--- src/rtl/ptjlg_pkg.sv ---
`default_nettype none

package ptjlg_pkg;

	localparam int unsigned ANGLE_WIDTH_DEF = 16;
	localparam int unsigned SPEED_W         = 16;
	localparam int unsigned LIMIT_W         = 15;
	localparam int unsigned CFG_IDX_W       = 2;

	localparam logic [LIMIT_W-1:0] PAN_LIMIT_RST  = 15'd32767;
	localparam logic [LIMIT_W-1:0] TILT_LIMIT_RST = 15'd32767;
	localparam logic [LIMIT_W-1:0] MARGIN_RST     = 15'd143;

	localparam logic [CFG_IDX_W-1:0] REG_PAN_LIMIT  = 2'd0;
	localparam logic [CFG_IDX_W-1:0] REG_TILT_LIMIT = 2'd1;
	localparam logic [CFG_IDX_W-1:0] REG_MARGIN     = 2'd2;

	typedef logic signed [SPEED_W-1:0] speed_t;

	typedef struct packed {
		speed_t cmd;
		speed_t last;
		logic   halted;
		logic   armed;
	} axis_state_t;

	typedef struct packed {
		axis_state_t nxt;
		logic        send;
		logic        moving;
	} axis_result_t;

	// Halt and limit-arming rules of one axis for one tick.
	function automatic axis_result_t axis_step(input axis_state_t cur, input speed_t req,
			input logic in_limit);
		axis_result_t r;
		logic fresh;
		logic rev;
		logic req_pos;
		logic req_neg;
		logic last_pos;
		logic last_neg;
		logic stop;
		r        = '0;
		r.nxt    = cur;
		fresh    = (req != cur.last);
		req_neg  = req[SPEED_W-1];
		req_pos  = !req[SPEED_W-1] && (req != '0);
		last_neg = cur.last[SPEED_W-1];
		last_pos = !cur.last[SPEED_W-1] && (cur.last != '0);
		rev      = (req_pos && last_neg) || (req_neg && last_pos);
		stop     = in_limit;
		if (fresh) begin
			if (in_limit) begin
				if (!rev) begin
					if (cur.armed) begin
						if (!cur.halted) begin
							r.nxt.cmd    = '0;
							r.nxt.halted = 1'b1;
							r.send       = 1'b1;
						end
					end else begin
						r.nxt.cmd    = req;
						stop         = 1'b0;
						r.nxt.halted = 1'b0;
						r.send       = 1'b1;
					end
				end else begin
					if (cur.armed) begin
						r.nxt.cmd    = req;
						stop         = 1'b0;
						r.nxt.halted = 1'b0;
						r.nxt.armed  = 1'b0;
						r.send       = 1'b1;
					end else if (!cur.halted) begin
						r.nxt.cmd    = '0;
						r.nxt.halted = 1'b1;
						r.nxt.armed  = 1'b1;
						r.send       = 1'b1;
					end
				end
			end else begin
				r.nxt.cmd   = req;
				r.nxt.armed = 1'b1;
				r.send      = 1'b1;
			end
		end else begin
			if (in_limit) begin
				if (cur.armed && !cur.halted) begin
					r.nxt.cmd    = '0;
					r.nxt.halted = 1'b1;
					r.send       = 1'b1;
				end
			end else begin
				r.nxt.armed = 1'b1;
			end
		end
		r.nxt.last = req;
		r.moving   = !stop;
		return r;
	endfunction

endpackage

`default_nettype wire

--- src/rtl/pan_tilt_joint_limit_guard.sv ---
`default_nettype none

// Pan/tilt joint limit guard. Each input transaction is one control tick: the
// measured pan and tilt angles (signed Q3.12 rad, ANGLE_WIDTH bits) and the
// requested speeds (signed Q3.12 rad/s). For each axis the angle is checked
// against the soft limit (joint limit minus margin, used as is even when it
// goes negative), and the halt and re-arm rules decide the held speed command.
// Every tick yields exactly one output transaction with both held commands,
// send_cmd (some command was rewritten this tick), the limit flags and the
// moving status. One transaction is accepted per clock: the item is held in an
// input register, the rules are evaluated there against the axis state, and
// the result lands in the output register, so throughput is one tick per cycle
// while out_stall is low. in_stall follows out_stall only when both registers
// are full. Write the limit registers only while no tick is in flight. Reset:
// commands and last requests zero, axes un-halted and armed, limits 32767,
// margin 143.
module pan_tilt_joint_limit_guard
	import ptjlg_pkg::*;
#(
	parameter int unsigned ANGLE_WIDTH = ANGLE_WIDTH_DEF
) (
	input  wire logic                          clk,
	input  wire logic                          arst_n,
	// configuration write port
	input  wire logic                          cfg_we,
	input  wire logic [CFG_IDX_W-1:0]          cfg_index,
	input  wire logic [LIMIT_W-1:0]            cfg_data,
	// input channel
	input  wire logic                          in_valid,
	output logic                               in_stall,
	input  wire logic signed [ANGLE_WIDTH-1:0] pan_angle,
	input  wire logic signed [ANGLE_WIDTH-1:0] tilt_angle,
	input  wire logic signed [SPEED_W-1:0]     desired_pan,
	input  wire logic signed [SPEED_W-1:0]     desired_tilt,
	// output channel
	output logic                               out_valid,
	input  wire logic                          out_stall,
	output logic signed [SPEED_W-1:0]          cmd_pan,
	output logic signed [SPEED_W-1:0]          cmd_tilt,
	output logic                               send_cmd,
	output logic                               limit_pan,
	output logic                               limit_tilt,
	output logic                               moving_pan,
	output logic                               moving_tilt
);

	// Compare width: wide enough for the angle, the soft limit and its negation.
	localparam int unsigned CMP_W = ((ANGLE_WIDTH > LIMIT_W + 1) ? ANGLE_WIDTH : LIMIT_W + 1) + 1;

	// configuration registers
	logic [LIMIT_W-1:0] pan_limit_q;
	logic [LIMIT_W-1:0] tilt_limit_q;
	logic [LIMIT_W-1:0] margin_q;

	// input register
	logic                          valid_s1;
	logic signed [ANGLE_WIDTH-1:0] pan_angle_s1;
	logic signed [ANGLE_WIDTH-1:0] tilt_angle_s1;
	speed_t                        desired_pan_s1;
	speed_t                        desired_tilt_s1;

	// axis state
	axis_state_t pan_q;
	axis_state_t tilt_q;

	logic advance;

	logic signed [CMP_W-1:0] pan_soft;
	logic signed [CMP_W-1:0] tilt_soft;
	logic signed [CMP_W-1:0] pan_ang_x;
	logic signed [CMP_W-1:0] tilt_ang_x;
	logic                    pan_in_limit;
	logic                    tilt_in_limit;
	axis_result_t            pan_res;
	axis_result_t            tilt_res;

	// The output register moves when it is empty or being drained; the input
	// register moves into it on the same condition.
	assign advance  = !out_valid || !out_stall;
	assign in_stall = valid_s1 && !advance;

	always_ff @(posedge clk or negedge arst_n) begin
		if (!arst_n) begin
			pan_limit_q  <= PAN_LIMIT_RST;
			tilt_limit_q <= TILT_LIMIT_RST;
			margin_q     <= MARGIN_RST;
		end else if (cfg_we) begin
			unique case (cfg_index)
				REG_PAN_LIMIT:  pan_limit_q  <= cfg_data;
				REG_TILT_LIMIT: tilt_limit_q <= cfg_data;
				REG_MARGIN:     margin_q     <= cfg_data;
				default: ;  // unknown index: drop the write
			endcase
		end
	end

	// Soft limits may go negative; then every angle counts as in limit.
	always_comb begin
		pan_soft      = signed'(CMP_W'({1'b0, pan_limit_q})) - signed'(CMP_W'({1'b0, margin_q}));
		tilt_soft     = signed'(CMP_W'({1'b0, tilt_limit_q})) - signed'(CMP_W'({1'b0, margin_q}));
		pan_ang_x     = CMP_W'(pan_angle_s1);
		tilt_ang_x    = CMP_W'(tilt_angle_s1);
		pan_in_limit  = (pan_ang_x < -pan_soft) || (pan_ang_x > pan_soft);
		tilt_in_limit = (tilt_ang_x < -tilt_soft) || (tilt_ang_x > tilt_soft);
		pan_res       = axis_step(pan_q, desired_pan_s1, pan_in_limit);
		tilt_res      = axis_step(tilt_q, desired_tilt_s1, tilt_in_limit);
	end

	// Input register: hold while stalled, load on every accepted transaction.
	always_ff @(posedge clk or negedge arst_n) begin
		if (!arst_n) begin
			valid_s1 <= 1'b0;
		end else if (advance || !valid_s1) begin
			valid_s1 <= in_valid;
		end
	end

	always_ff @(posedge clk) begin
		if (in_valid && !in_stall) begin
			pan_angle_s1    <= pan_angle;
			tilt_angle_s1   <= tilt_angle;
			desired_pan_s1  <= desired_pan;
			desired_tilt_s1 <= desired_tilt;
		end
	end

	// Axis state advances exactly once per tick, when the tick moves to output.
	always_ff @(posedge clk or negedge arst_n) begin
		if (!arst_n) begin
			pan_q  <= '{cmd: '0, last: '0, halted: 1'b0, armed: 1'b1};
			tilt_q <= '{cmd: '0, last: '0, halted: 1'b0, armed: 1'b1};
		end else if (valid_s1 && advance) begin
			pan_q  <= pan_res.nxt;
			tilt_q <= tilt_res.nxt;
		end
	end

	// Output register.
	always_ff @(posedge clk or negedge arst_n) begin
		if (!arst_n) begin
			out_valid <= 1'b0;
		end else if (advance) begin
			out_valid <= valid_s1;
		end
	end

	always_ff @(posedge clk) begin
		if (valid_s1 && advance) begin
			cmd_pan     <= pan_res.nxt.cmd;
			cmd_tilt    <= tilt_res.nxt.cmd;
			send_cmd    <= pan_res.send || tilt_res.send;
			limit_pan   <= pan_in_limit;
			limit_tilt  <= tilt_in_limit;
			moving_pan  <= pan_res.moving;
			moving_tilt <= tilt_res.moving;
		end
	end

endmodule

`default_nettype wire
--- config.mk ---
export PLATFORM = sky130hd
export DESIGN_NAME = pan_tilt_joint_limit_guard
export DESIGN_NICKNAME = d
export VERILOG_FILES = /design/src/rtl/ptjlg_pkg.sv /design/src/rtl/pan_tilt_joint_limit_guard.sv
export SDC_FILE = /design/constraint.sdc
export NUM_CORES = 1
export LEC_CHECK = 0
export ABC_AREA = 1
export BUFFER_PORTS_ARGS = -buffer_cell sky130_fd_sc_hd__buf_2
export CAP_MARGIN = 10
export CORE_ASPECT_RATIO = 0.6
export CORE_MARGIN = 3
export CORE_UTILIZATION = 60
export CTS_CLUSTER_DIAMETER = 30
export DETAILED_ROUTE_END_ITERATION = 6
export GPL_TIMING_DRIVEN = 0
export PLACE_DENSITY = 0.81
export SLEW_MARGIN = 20
export SYNTH_ARGS = -nofsm -noshare
export SYNTH_HDL_FRONTEND = slang
export SYNTH_SLANG_ARGS = --single-unit
--- constraint.sdc ---
create_clock -name clk -period 5.5 [get_ports clk]
set_input_delay 0.825 -clock clk [delete_from_list [all_inputs] [get_ports clk]]
set_output_delay 0.825 -clock clk [all_outputs]
set_load 0.005 [all_outputs]
==> impl_results.html, run 1 <==
<table>
<tr><th>Metric</th><th>Value</th></tr>
<tr><th colspan="2">Drt</th></tr>
<tr><td>DR pass1 iterations</td><td>6</td></tr>
<tr><td>Average vias per placed instance</td><td>~5.5</td></tr>
<tr><td>Via count</td><td>10800</td></tr>
<tr><td>Final WL</td><td>32700 um</td></tr>
<tr><td>Average wire length per cell after detail routing</td><td>16.7 um</td></tr>
<tr><td>Routed Antenna Nets</td><td>0</td></tr>
<tr><td>Number of DRC markers after the initial detailed-route iteration</td><td>906</td></tr>
<tr><td>Remaining design rule violation count</td><td>0</td></tr>
<tr><th colspan="2">Floorplanning</th></tr>
<tr><td>Initial Utilization</td><td>between 60% and 70%</td></tr>
<tr><td>Number of primary I/O pins</td><td>around 130</td></tr>
<tr><td>Die W</td><td>196 um</td></tr>
<tr><td>Die height</td><td>120 um</td></tr>
<tr><td>Die Area</td><td>between 20000 and 25000 sq um</td></tr>
<tr><td>Core area</td><td>between 20000 and 25000 sq um</td></tr>
<tr><td>Std-Cell Rows</td><td>slightly above 40</td></tr>
<tr><th colspan="2">GRT</th></tr>
<tr><td>GR met2 Demand/Resource</td><td>41.2%</td></tr>
<tr><td>Pin count of the biggest net entering global routing</td><td>70</td></tr>
<tr><td>Number of antenna violations at the first check in global routing</td><td>0</td></tr>
<tr><td>Total overflow reported by the global router</td><td>0</td></tr>
<tr><td>Via count of the first global-routing pass</td><td>10600</td></tr>
<tr><td>Global-route wire length before repair</td><td>53400 um</td></tr>
<tr><td>GRT busiest layer</td><td>met1</td></tr>
<tr><td>Met1 routing resource usage after global routing</td><td>42.4%</td></tr>
<tr><td>Gr usage total</td><td>about 28%</td></tr>
<tr><td>Met3 usage</td><td>6.12%</td></tr>
<tr><th colspan="2">Timing</th></tr>
<tr><td>Number of hold violations in the final report</td><td>0</td></tr>
<tr><td>Share of the clock period used by the worst path</td><td>95.2%</td></tr>
<tr><td>Worst slew slack as a fraction of its limit</td><td>32.6%</td></tr>
<tr><td>Measured slew at the worst slew-check pin</td><td>1.01 ns</td></tr>
<tr><td>Number of setup violations in the final report</td><td>0</td></tr>
<tr><td>Minimum hold slack</td><td>0.253 ns</td></tr>
<tr><td>Fmax</td><td>191 MHz</td></tr>
<tr><td>Final Critical Period</td><td>5.23 ns</td></tr>
<tr><td>Max Clock Skew</td><td>approximately 0.035 ns</td></tr>
<tr><td>Post-layout worst setup margin</td><td>0.265 ns</td></tr>
<tr><td>Final TNS setup</td><td>0 ns</td></tr>
<tr><td>Final number of max-transition violations</td><td>0</td></tr>
<tr><th colspan="2">Placed design</th></tr>
<tr><td>Routability congestion estimate</td><td>0.877</td></tr>
<tr><td>Half-perimeter wire length of the detailed placement result</td><td>around 23000 um</td></tr>
<tr><td>Port-buffer cells</td><td>124</td></tr>
<tr><td>Post-placement worst setup slack</td><td>roughly 0.050 ns</td></tr>
<tr><th colspan="2">Synth</th></tr>
<tr><td>Gate Count Post-Synth</td><td>between 1000 and 1500</td></tr>
<tr><td>Post-synth ARST share</td><td>53.2%</td></tr>
<tr><td>Most used flip-flop cell after synthesis</td><td>edfxtp_1</td></tr>
<tr><td>Synth Net Count</td><td>1669</td></tr>
<tr><td>Syn avg cell area</td><td>roughly 9 sq um</td></tr>
<tr><td>Part of the Yosys area used for sequential elements</td><td>45.8%</td></tr>
<tr><td>Number of distinct library cell variants in the gate-level netlist after synthesis</td><td>44</td></tr>
<tr><td>Post-synthesis cell area</td><td>13000 sq um</td></tr>
<tr><td>Number of register bits inferred by synthesis</td><td>216</td></tr>
<tr><td>EDFF count, synth</td><td>101</td></tr>
<tr><td>Count of yosys warnings during synthesis</td><td>0</td></tr>
<tr><th colspan="2">Final layout</th></tr>
<tr><td>Sequential cell area</td><td>5960 sq um</td></tr>
<tr><td>Share of final-layout standard cells stronger than drive strength 1</td><td>20.5%</td></tr>
<tr><td>Post-layout nets</td><td>1838</td></tr>
<tr><td>Antenna Cells</td><td>0</td></tr>
<tr><td>Number of filler cells placed in the layout</td><td>1599</td></tr>
<tr><td>Layout overhead on the synthesized area</td><td>18.6%</td></tr>
<tr><td>Multi-input logic area</td><td>approximately 6300 sq um</td></tr>
<tr><th colspan="2">Clock network</th></tr>
<tr><td>Worst-case clock buffer depth</td><td>3</td></tr>
<tr><td>TritonCTS clock tree</td><td>yes</td></tr>
<tr><td>Clk slew on worst S/H paths</td><td>0.06 ns</td></tr>
<tr><td>Clock tree root buffer cell</td><td>clkbuf_16</td></tr>
<tr><td>Clk Latency, worst-skew pair</td><td>approximately 0.53 ns</td></tr>
<tr><td>CTS Sinks</td><td>216</td></tr>
<tr><td>Max H-tree Level</td><td>2</td></tr>
<tr><td>TritonCTS Buffers</td><td>35</td></tr>
<tr><td>Post-cts hold buffer count</td><td>0</td></tr>
<tr><th colspan="2">Min path</th></tr>
<tr><td>Classification of the worst-slack hold path</td><td>input port to async pin</td></tr>
<tr><th colspan="2">Power and ir drop</th></tr>
<tr><td>PwrDens</td><td>approximately 570 nW/um^2</td></tr>
<tr><td>Overall power consumption</td><td>approximately 8.7 mW</td></tr>
<tr><td>Clock network fraction of design power</td><td>26.0%</td></tr>
<tr><td>Maximum resistive drop on vdd</td><td>0.000418 V</td></tr>
<tr><td>Portion of total power attributed to sequential cells</td><td>28.8%</td></tr>
<tr><td>Cell Int Power</td><td>5.14 mW</td></tr>
<tr><td>Fraction of power consumed by combinational cells</td><td>45.2%</td></tr>
<tr><td>Leakage component of the power</td><td>7.34 nW</td></tr>
<tr><td>Fraction of power spent switching nets</td><td>41.2%</td></tr>
<tr><td>Total net switching power</td><td>approximately 3.6 mW</td></tr>
<tr><th colspan="2">Setup path</th></tr>
<tr><td>Critical Path RT</td><td>5.77 ns</td></tr>
<tr><td>Critical Path End Type</td><td>flip-flop</td></tr>
<tr><td>Data arrival time of the worst path</td><td>5.51 ns</td></tr>
<tr><td>CP Launch Type</td><td>flip-flop</td></tr>
<tr><td>CP max FO</td><td>10</td></tr>
<tr><td>Critical path start-end classification</td><td>flip-flop to flip-flop</td></tr>
<tr><td>FF-to-FF setup slack</td><td>0.27 ns</td></tr>
<tr><th colspan="2">Run status</th></tr>
<tr><td>Status</td><td>completed</td></tr>
<tr><th colspan="2">Job</th></tr>
<tr><td>Count of maximum capacitance violations</td><td>0</td></tr>
</table>
==> per-layer routing <==
metal / wire (um) / share of wire [%]
met1: 15400 / 47
met2: 14100 / 43
met3: 2700 / 8.2
met4: 598 / 1.8
met5: 0 / 0
==> cells in the final DEF, fill, tap and decap left out, drive strengths merged, types with 50 or more instances in the layout <==
cell type,n
a21oi,50
clkbuf,73
ha,94
nor2,54
o21ai,128
nand2,383
edfxtp,101
buf,146
dfrtp,78
nand3,170
inv,195
==> Yosys cell counts (all sizes together), types with 4 or more instances <==
cell type	number	area, sq um
nand2	383	1560
dfstp	37	972
nand3	170	991
xnor2	39	379
buf	14	120
nand4	21	131
o211ai	6	45.0
edfxtp	101	3030
a21oi	50	258
dfrtp	78	1950
nor4	12	75.1
o21bai	4	30.0
o21ai	128	641
a211oi	4	30.0
nor2	54	213
or2	5	31.3
clkbuf	33	124
xor2	41	359
nor3	16	90.1
ha	94	1180
inv	180	676
==> path summary, 6_finish.rpt <==
path                       depth (start not counted)              from                  end
max                                               27       margin_q[0]             send_cmd
min                                                1            arst_n           tilt_q[15]
max reg2reg                                       27       margin_q[0]             send_cmd
min reg2reg                                        2       margin_q[9]          margin_q[9]
max in group asynchronous                          2            arst_n     tilt_limit_q[14]
min in group clk                                   1  desired_tilt[10]  desired_tilt_s1[10]
==> critical path, cell delays in order (launching register included) <==
cell,delay (ns)
dfstp_2,0.58
ha_1,0.16
inv_1,0.07
fa_1,0.41
nand3_1,0.11
nand2_2,0.11
a31oi_1,0.24
xor2_2,0.28
nand3_1,0.18
nor2_1,0.19
nand4_1,0.15
nor2_1,0.20
nand4_1,0.13
xnor2_1,0.25
ha_1,0.28
nand2_1,0.07
inv_1,0.06
nand3_1,0.12
inv_1,0.05
a21oi_1,0.18
nand3_2,0.16
xnor2_4,0.32
nand2_4,0.14
nand2_8,0.11
buf_8,0.16
nor2_1,0.06
a21oi_2,0.15
nand2_1,0.07
==> through the flow <==
step                      cell area, sq um  util, %  instances
after floorplan                      13000        -       1487
after global placement               14000     66.2       1890
after detailed placement             14000     66.5       1892
after CTS                            15300     72.3       1956
after global routing                 15400     73.1       1962
final                                15400     73.1       1962
==> flip-flops by register name, indices dropped and copies added, names as in the netlist <==
signal           count
cmd_pan             16
cmd_tilt            16
desired_pan_s1      16
desired_tilt_s1     16
limit_pan            1
limit_tilt           1
margin_q            15
moving_pan           1
moving_tilt          1
out_valid            1
pan_angle_s1        16
pan_limit_q         15
pan_q               34
send_cmd             1
tilt_angle_s1       16
tilt_limit_q        15
tilt_q              34
valid_s1             1
==> kinds of logic after synthesis <==
kind of cell	count (synthesis)	share of synthesized area (%)
XOR/XNOR	80	5.67
buffers and inverters	230	7.15
AND/OR/NAND/NOR	666	24.0
adder cells (fa/ha/maj)	96	9.34
AO/OA/AOI/OAI	199	8.09
flip-flops	216	45.8
==> power groups by stage <==
stage / sequential (mW) / combinational, mW / clock, mW
floorplan: 2.48 / 2.77 / 0
global placement: 2.51 / 3.55 / 0
detailed placement: 2.52 / 3.71 / 0
CTS: 2.51 / 3.77 / 2.30
global route: 2.56 / 4.46 / 2.38
finish: 2.52 / 3.95 / 2.28
==> repair_timing <==
action	CTS	global route
buffers inserted	0	6
resized for setup	1	25
pin swaps	0	5
endpoints found under the hold margin	0	0
setup endpoints to repair	1	51
==> final cells by class <==
class                   count  share of cell area [%]
multi-input cells        1041                    40.6
flip-flops and latches    216                    38.6
clock buffers              40                    5.99
repair buffers            132                    4.66
inverters                 183                    4.46
well taps                 279                    2.26
clock inverters            24                    1.87
plain buffers              47                    1.60
(Power assumes the default switching activity.)
==> run 2, diff against run 1 <==
--- a/config.mk
+++ b/config.mk
@@ -5,7 +5,6 @@
 export SDC_FILE = /design/constraint.sdc
 export NUM_CORES = 1
 export LEC_CHECK = 0
-export ABC_AREA = 1
 export BUFFER_PORTS_ARGS = -buffer_cell sky130_fd_sc_hd__buf_2
 export CAP_MARGIN = 10
 export CORE_ASPECT_RATIO = 0.6
@@ -13,7 +12,7 @@
 export CORE_UTILIZATION = 60
 export CTS_CLUSTER_DIAMETER = 30
 export DETAILED_ROUTE_END_ITERATION = 6
-export GPL_TIMING_DRIVEN = 0
+export GPL_TIMING_DRIVEN = 1
 export PLACE_DENSITY = 0.81
 export SLEW_MARGIN = 20
 export SYNTH_ARGS = -nofsm -noshare
==> constraint.sdc (replaced) <==
create_clock -name clk -period 5.5 [get_ports clk]
set_input_delay 0.825 -clock clk [delete_from_list [all_inputs] [get_ports clk]]
set_output_delay 0.825 -clock clk [all_outputs]
set_load 0.1 [all_outputs]
==> run 2 against run 1 <==
Register-to-register slack got worse by 0.09 ns. Die area decreased by 7.9%. Utilization increased by 1.7 points. Routed wire length decreased by 14%. Sequential power decreased by 5%. Fmax decreased by 1.7%. Synthesized cell count decreased by 30%. Critical path type unchanged. Highest routed layer unchanged.
==> impl_results.html, run 2 <==
<table>
<tr><th>Metric</th><th>Value</th></tr>
<tr><th colspan="2">Synth</th></tr>
<tr><td>Most frequent cells after synthesis</td><td>nand2_1 (131), edfxtp_1 (101), ha_1 (94), dfrtp_1 (78), inv_1 (63)</td></tr>
<tr><td>Post-synth ARST share</td><td>53.2%</td></tr>
<tr><td>Count of yosys warnings during synthesis</td><td>0</td></tr>
<tr><td>Number of register bits inferred by synthesis</td><td>216</td></tr>
<tr><td>Synth area leaders</td><td>edfxtp_1 (25%), dfrtp_1 (16%), ha_1 (9.8%)</td></tr>
<tr><td>Most frequently used cell type in the post-synthesis netlist</td><td>nand2_1</td></tr>
<tr><td>EDFF count, synth</td><td>101</td></tr>
<tr><td>Top-area cell type share of the netlist area</td><td>25.4%</td></tr>
<tr><td>Part of the Yosys area used for sequential elements</td><td>49.9%</td></tr>
<tr><td>Post-synthesis cell area</td><td>11900 sq um</td></tr>
<tr><td>Gate Count Post-Synth</td><td>1036</td></tr>
<tr><td>Most used flip-flop cell after synthesis</td><td>edfxtp_1</td></tr>
<tr><td>Number of distinct library cell variants in the gate-level netlist after synthesis</td><td>80</td></tr>
<tr><td>Cell type contributing the most total cell area after synthesis</td><td>edfxtp_1</td></tr>
<tr><td>Syn avg cell area</td><td>11.5 sq um</td></tr>
<tr><td>Synth Net Count</td><td>1218</td></tr>
<tr><th colspan="2">Setup path</th></tr>
<tr><td>CP Launch Type</td><td>flip-flop</td></tr>
<tr><td>Endpoint of the worst-slack reg-to-reg timing path</td><td>cmd_pan[6]</td></tr>
<tr><td>Data arrival time of the worst path</td><td>5.62 ns</td></tr>
<tr><td>FF-to-FF setup slack</td><td>0.17 ns</td></tr>
<tr><td>Reg-to-Reg Start</td><td>margin_q[3]</td></tr>
<tr><td>Crit. Startpoint</td><td>margin_q[3]</td></tr>
<tr><td>Critical path start-end classification</td><td>flip-flop to flip-flop</td></tr>
<tr><td>Critical Path RT</td><td>5.79 ns</td></tr>
<tr><td>Worst Reg2Reg Path Length in Cells</td><td>21</td></tr>
<tr><td>Critical Path End Type</td><td>flip-flop</td></tr>
<tr><td>CP max FO</td><td>5</td></tr>
<tr><td>Critical path destination</td><td>cmd_pan[6]</td></tr>
<tr><th colspan="2">Floorplanning</th></tr>
<tr><td>Die W</td><td>188 um</td></tr>
<tr><td>Die Area</td><td>21700 sq um</td></tr>
<tr><td>Std-Cell Rows</td><td>39</td></tr>
<tr><td>Die height</td><td>115 um</td></tr>
<tr><td>Number of primary I/O pins</td><td>125</td></tr>
<tr><td>Initial Utilization</td><td>between 60% and 70%</td></tr>
<tr><td>Core area</td><td>slightly below 20000 sq um</td></tr>
<tr><th colspan="2">Clock network</th></tr>
<tr><td>TritonCTS clock tree</td><td>yes</td></tr>
<tr><td>Worst-case clock buffer depth</td><td>3</td></tr>
<tr><td>Clk slew on worst S/H paths</td><td>0.06 ns</td></tr>
<tr><td>Clock tree root buffer cell</td><td>clkbuf_16</td></tr>
<tr><td>Clk Latency, worst-skew pair</td><td>0.56 ns</td></tr>
<tr><td>Max H-tree Level</td><td>1</td></tr>
<tr><td>CTS Sinks</td><td>~220</td></tr>
<tr><td>TritonCTS Buffers</td><td>31</td></tr>
<tr><th colspan="2">Drt</th></tr>
<tr><td>DR pass1 iterations</td><td>7</td></tr>
<tr><td>Final WL</td><td>28200 um</td></tr>
<tr><td>Remaining design rule violation count</td><td>0</td></tr>
<tr><td>Average wire length per cell after detail routing</td><td>~19 um</td></tr>
<tr><td>Average vias per placed instance</td><td>6.02</td></tr>
<tr><td>Number of DRC markers after the initial detailed-route iteration</td><td>697</td></tr>
<tr><td>Via count</td><td>8981</td></tr>
<tr><td>Routed Antenna Nets</td><td>0</td></tr>
<tr><th colspan="2">Final layout</th></tr>
<tr><td>Post-layout util</td><td>approximately 75%</td></tr>
<tr><td>Layout overhead on the synthesized area</td><td>20.7%</td></tr>
<tr><td>Share of final-layout standard cells stronger than drive strength 1</td><td>29.2%</td></tr>
<tr><td>Post-layout nets</td><td>1383</td></tr>
<tr><td>Post-Layout Cell Count</td><td>1492</td></tr>
<tr><td>Most common cell after layout, fill and taps aside</td><td>nand2_1</td></tr>
<tr><td>Area of all placed cells without fillers</td><td>between 10000 and 15000 sq um</td></tr>
<tr><td>Top Registers</td><td>pan_q (34), tilt_q (34)</td></tr>
<tr><td>Commonest cells after routing, fill and taps aside</td><td>nand2_1 (129), buf_2 (123), edfxtp_1 (101)</td></tr>
<tr><th colspan="2">Timing</th></tr>
<tr><td>Number of hold violations in the final report</td><td>0</td></tr>
<tr><td>Final Critical Period</td><td>about 5.3 ns</td></tr>
<tr><td>Final number of max-transition violations</td><td>0</td></tr>
<tr><td>Number of setup violations in the final report</td><td>0</td></tr>
<tr><td>Max Clock Skew</td><td>~0.026 ns</td></tr>
<tr><td>Measured slew at the worst slew-check pin</td><td>about 1 ns</td></tr>
<tr><td>Minimum hold slack</td><td>between 0.3 and 0.4 ns</td></tr>
<tr><td>Fmax</td><td>188 MHz</td></tr>
<tr><td>Share of the clock period used by the worst path</td><td>96.9%</td></tr>
<tr><td>Worst slew slack as a fraction of its limit</td><td>approximately 33%</td></tr>
<tr><th colspan="2">Job</th></tr>
<tr><td>Count of maximum capacitance violations</td><td>0</td></tr>
<tr><th colspan="2">Power and ir drop</th></tr>
<tr><td>Leakage component of the power</td><td>approximately 6.3 nW</td></tr>
<tr><td>Maximum resistive drop on vdd</td><td>about 0.0005 V</td></tr>
<tr><td>PwrDens</td><td>roughly 590 nW/um^2</td></tr>
<tr><td>Overall power consumption</td><td>8.58 mW</td></tr>
<tr><th colspan="2">GRT</th></tr>
<tr><td>Pin count of the biggest net entering global routing</td><td>65</td></tr>
<tr><td>Total overflow reported by the global router</td><td>0</td></tr>
<tr><td>Number of antenna violations at the first check in global routing</td><td>1</td></tr>
<tr><td>Global-route wire length before repair</td><td>44300 um</td></tr>
<tr><td>Gr usage total</td><td>25.3%</td></tr>
<tr><td>Via count of the first global-routing pass</td><td>roughly 8500</td></tr>
<tr><th colspan="2">Run status</th></tr>
<tr><td>Status</td><td>completed</td></tr>
<tr><th colspan="2">Placed design</th></tr>
<tr><td>Routability congestion estimate</td><td>roughly 0.90</td></tr>
<tr><td>Half-perimeter wire length of the detailed placement result</td><td>18900 um</td></tr>
<tr><td>Port-buffer cells</td><td>124</td></tr>
<tr><td>Placed Instance Area</td><td>13000 sq um</td></tr>
<tr><td>Count of placed standard cells including taps</td><td>1422</td></tr>
<tr><th colspan="2">Min path</th></tr>
<tr><td>Classification of the worst-slack hold path</td><td>input port to async pin</td></tr>
</table>
## run 2: cell count changes after synthesis, sizes merged, moves of 16 or more
cell / before / now
clkbuf: 33 / 9
a22o: 0 / 49
a21oi: 50 / 29
a32o: 0 / 16
mux2: 0 / 46
nand3: 170 / 21
o21ai: 128 / 33
nor2: 54 / 33
nand2: 383 / 131
inv: 180 / 64
## run 2: worst min path at each step
stage               from        end  slack [ns]
2_1_floorplan   valid_s1  out_valid        0.46
3_3_place_gp   pan_q[24]  pan_q[24]        0.47
3_5_place_dp   pan_q[33]  pan_q[33]        0.48
4_1_cts           arst_n  pan_q[27]        0.38
5_1_grt           arst_n  pan_q[27]        0.42
6_report          arst_n  pan_q[11]        0.36
## run 2: cells by family after synthesis
kind of cell	share of synthesized area, %
buffers and inverters	3.13
adder cells (fa/ha/maj)	10.2
multiplexers	4.68
AO/OA/AOI/OAI	14.3
XOR/XNOR	5.73
AND/OR/NAND/NOR	12.2
flip-flops	49.9
## run 2: metrics by stage
| stage | setup WS, ns | TNS [ns] |
|---|---|---|
| floorplan | 0.288 | 0 |
| global placement | 0.0959 | 0 |
| detailed placement | -0.00261 | -0.00261 |
| CTS | 0.00849 | 0 |
| global route | -0.102 | -2.34 |
| finish | 0.172 | 0 |
## run 2: routing by layer
| layer | share of wire (%) | GRT usage, % |
|---|---|---|
| met1 | 48 | 38.8 |
| met2 | 43 | 37.0 |
| met3 | 7.2 | 5.64 |
| met4 | 1.9 | 5.94 |
| met5 | 0 | 0 |
## run 2: final cells by class
| class | instances | area, sq um |
|---|---|---|
| diodes | 1 | 2.50 |
| clock buffers | 32 | 790 |
| clock inverters | 25 | 282 |
| well taps | 266 | 333 |
| inverters | 64 | 240 |
| repair buffers | 155 | 938 |
| multi-input cells | 733 | 5880 |
| fillers | 1259 | 4850 |
| flip-flops and latches | 216 | 5960 |
## run 2: power breakdown
group	internal [mW]	leakage, nW	switching, mW
logic	1.56	3.50	2.61
clock network	1.22	0.511	0.803
registers	2.15	2.32	0.234
## run 2: critical path: stages (launching register included)
cell      delay [ns]
dfstp_2         0.52
inv_1           0.09
ha_1            0.35
o21a_1          0.20
o31ai_1         0.27
a311oi_2        0.10
or2_1           0.25
o41ai_1         0.46
nor3_1          0.15
and3b_1         0.24
nand2_1         0.08
xor2_1          0.07
ha_1            0.30
nand3_1         0.15
nor4_2          0.30
a311o_1         0.23
mux2i_4         0.38
o32ai_4         0.13
a31oi_4         0.23
buf_6           0.16
nand3_4         0.12
a22o_1          0.28
## run 2: repair_timing
action,in CTS,in global routing
setup buffers,2,8
cloned,1,1
hold buffers,0,0
gates resized for setup,6,40
pin swaps,1,25
setup endpoints to repair,32,68
endpoints found under the hold margin,0,0
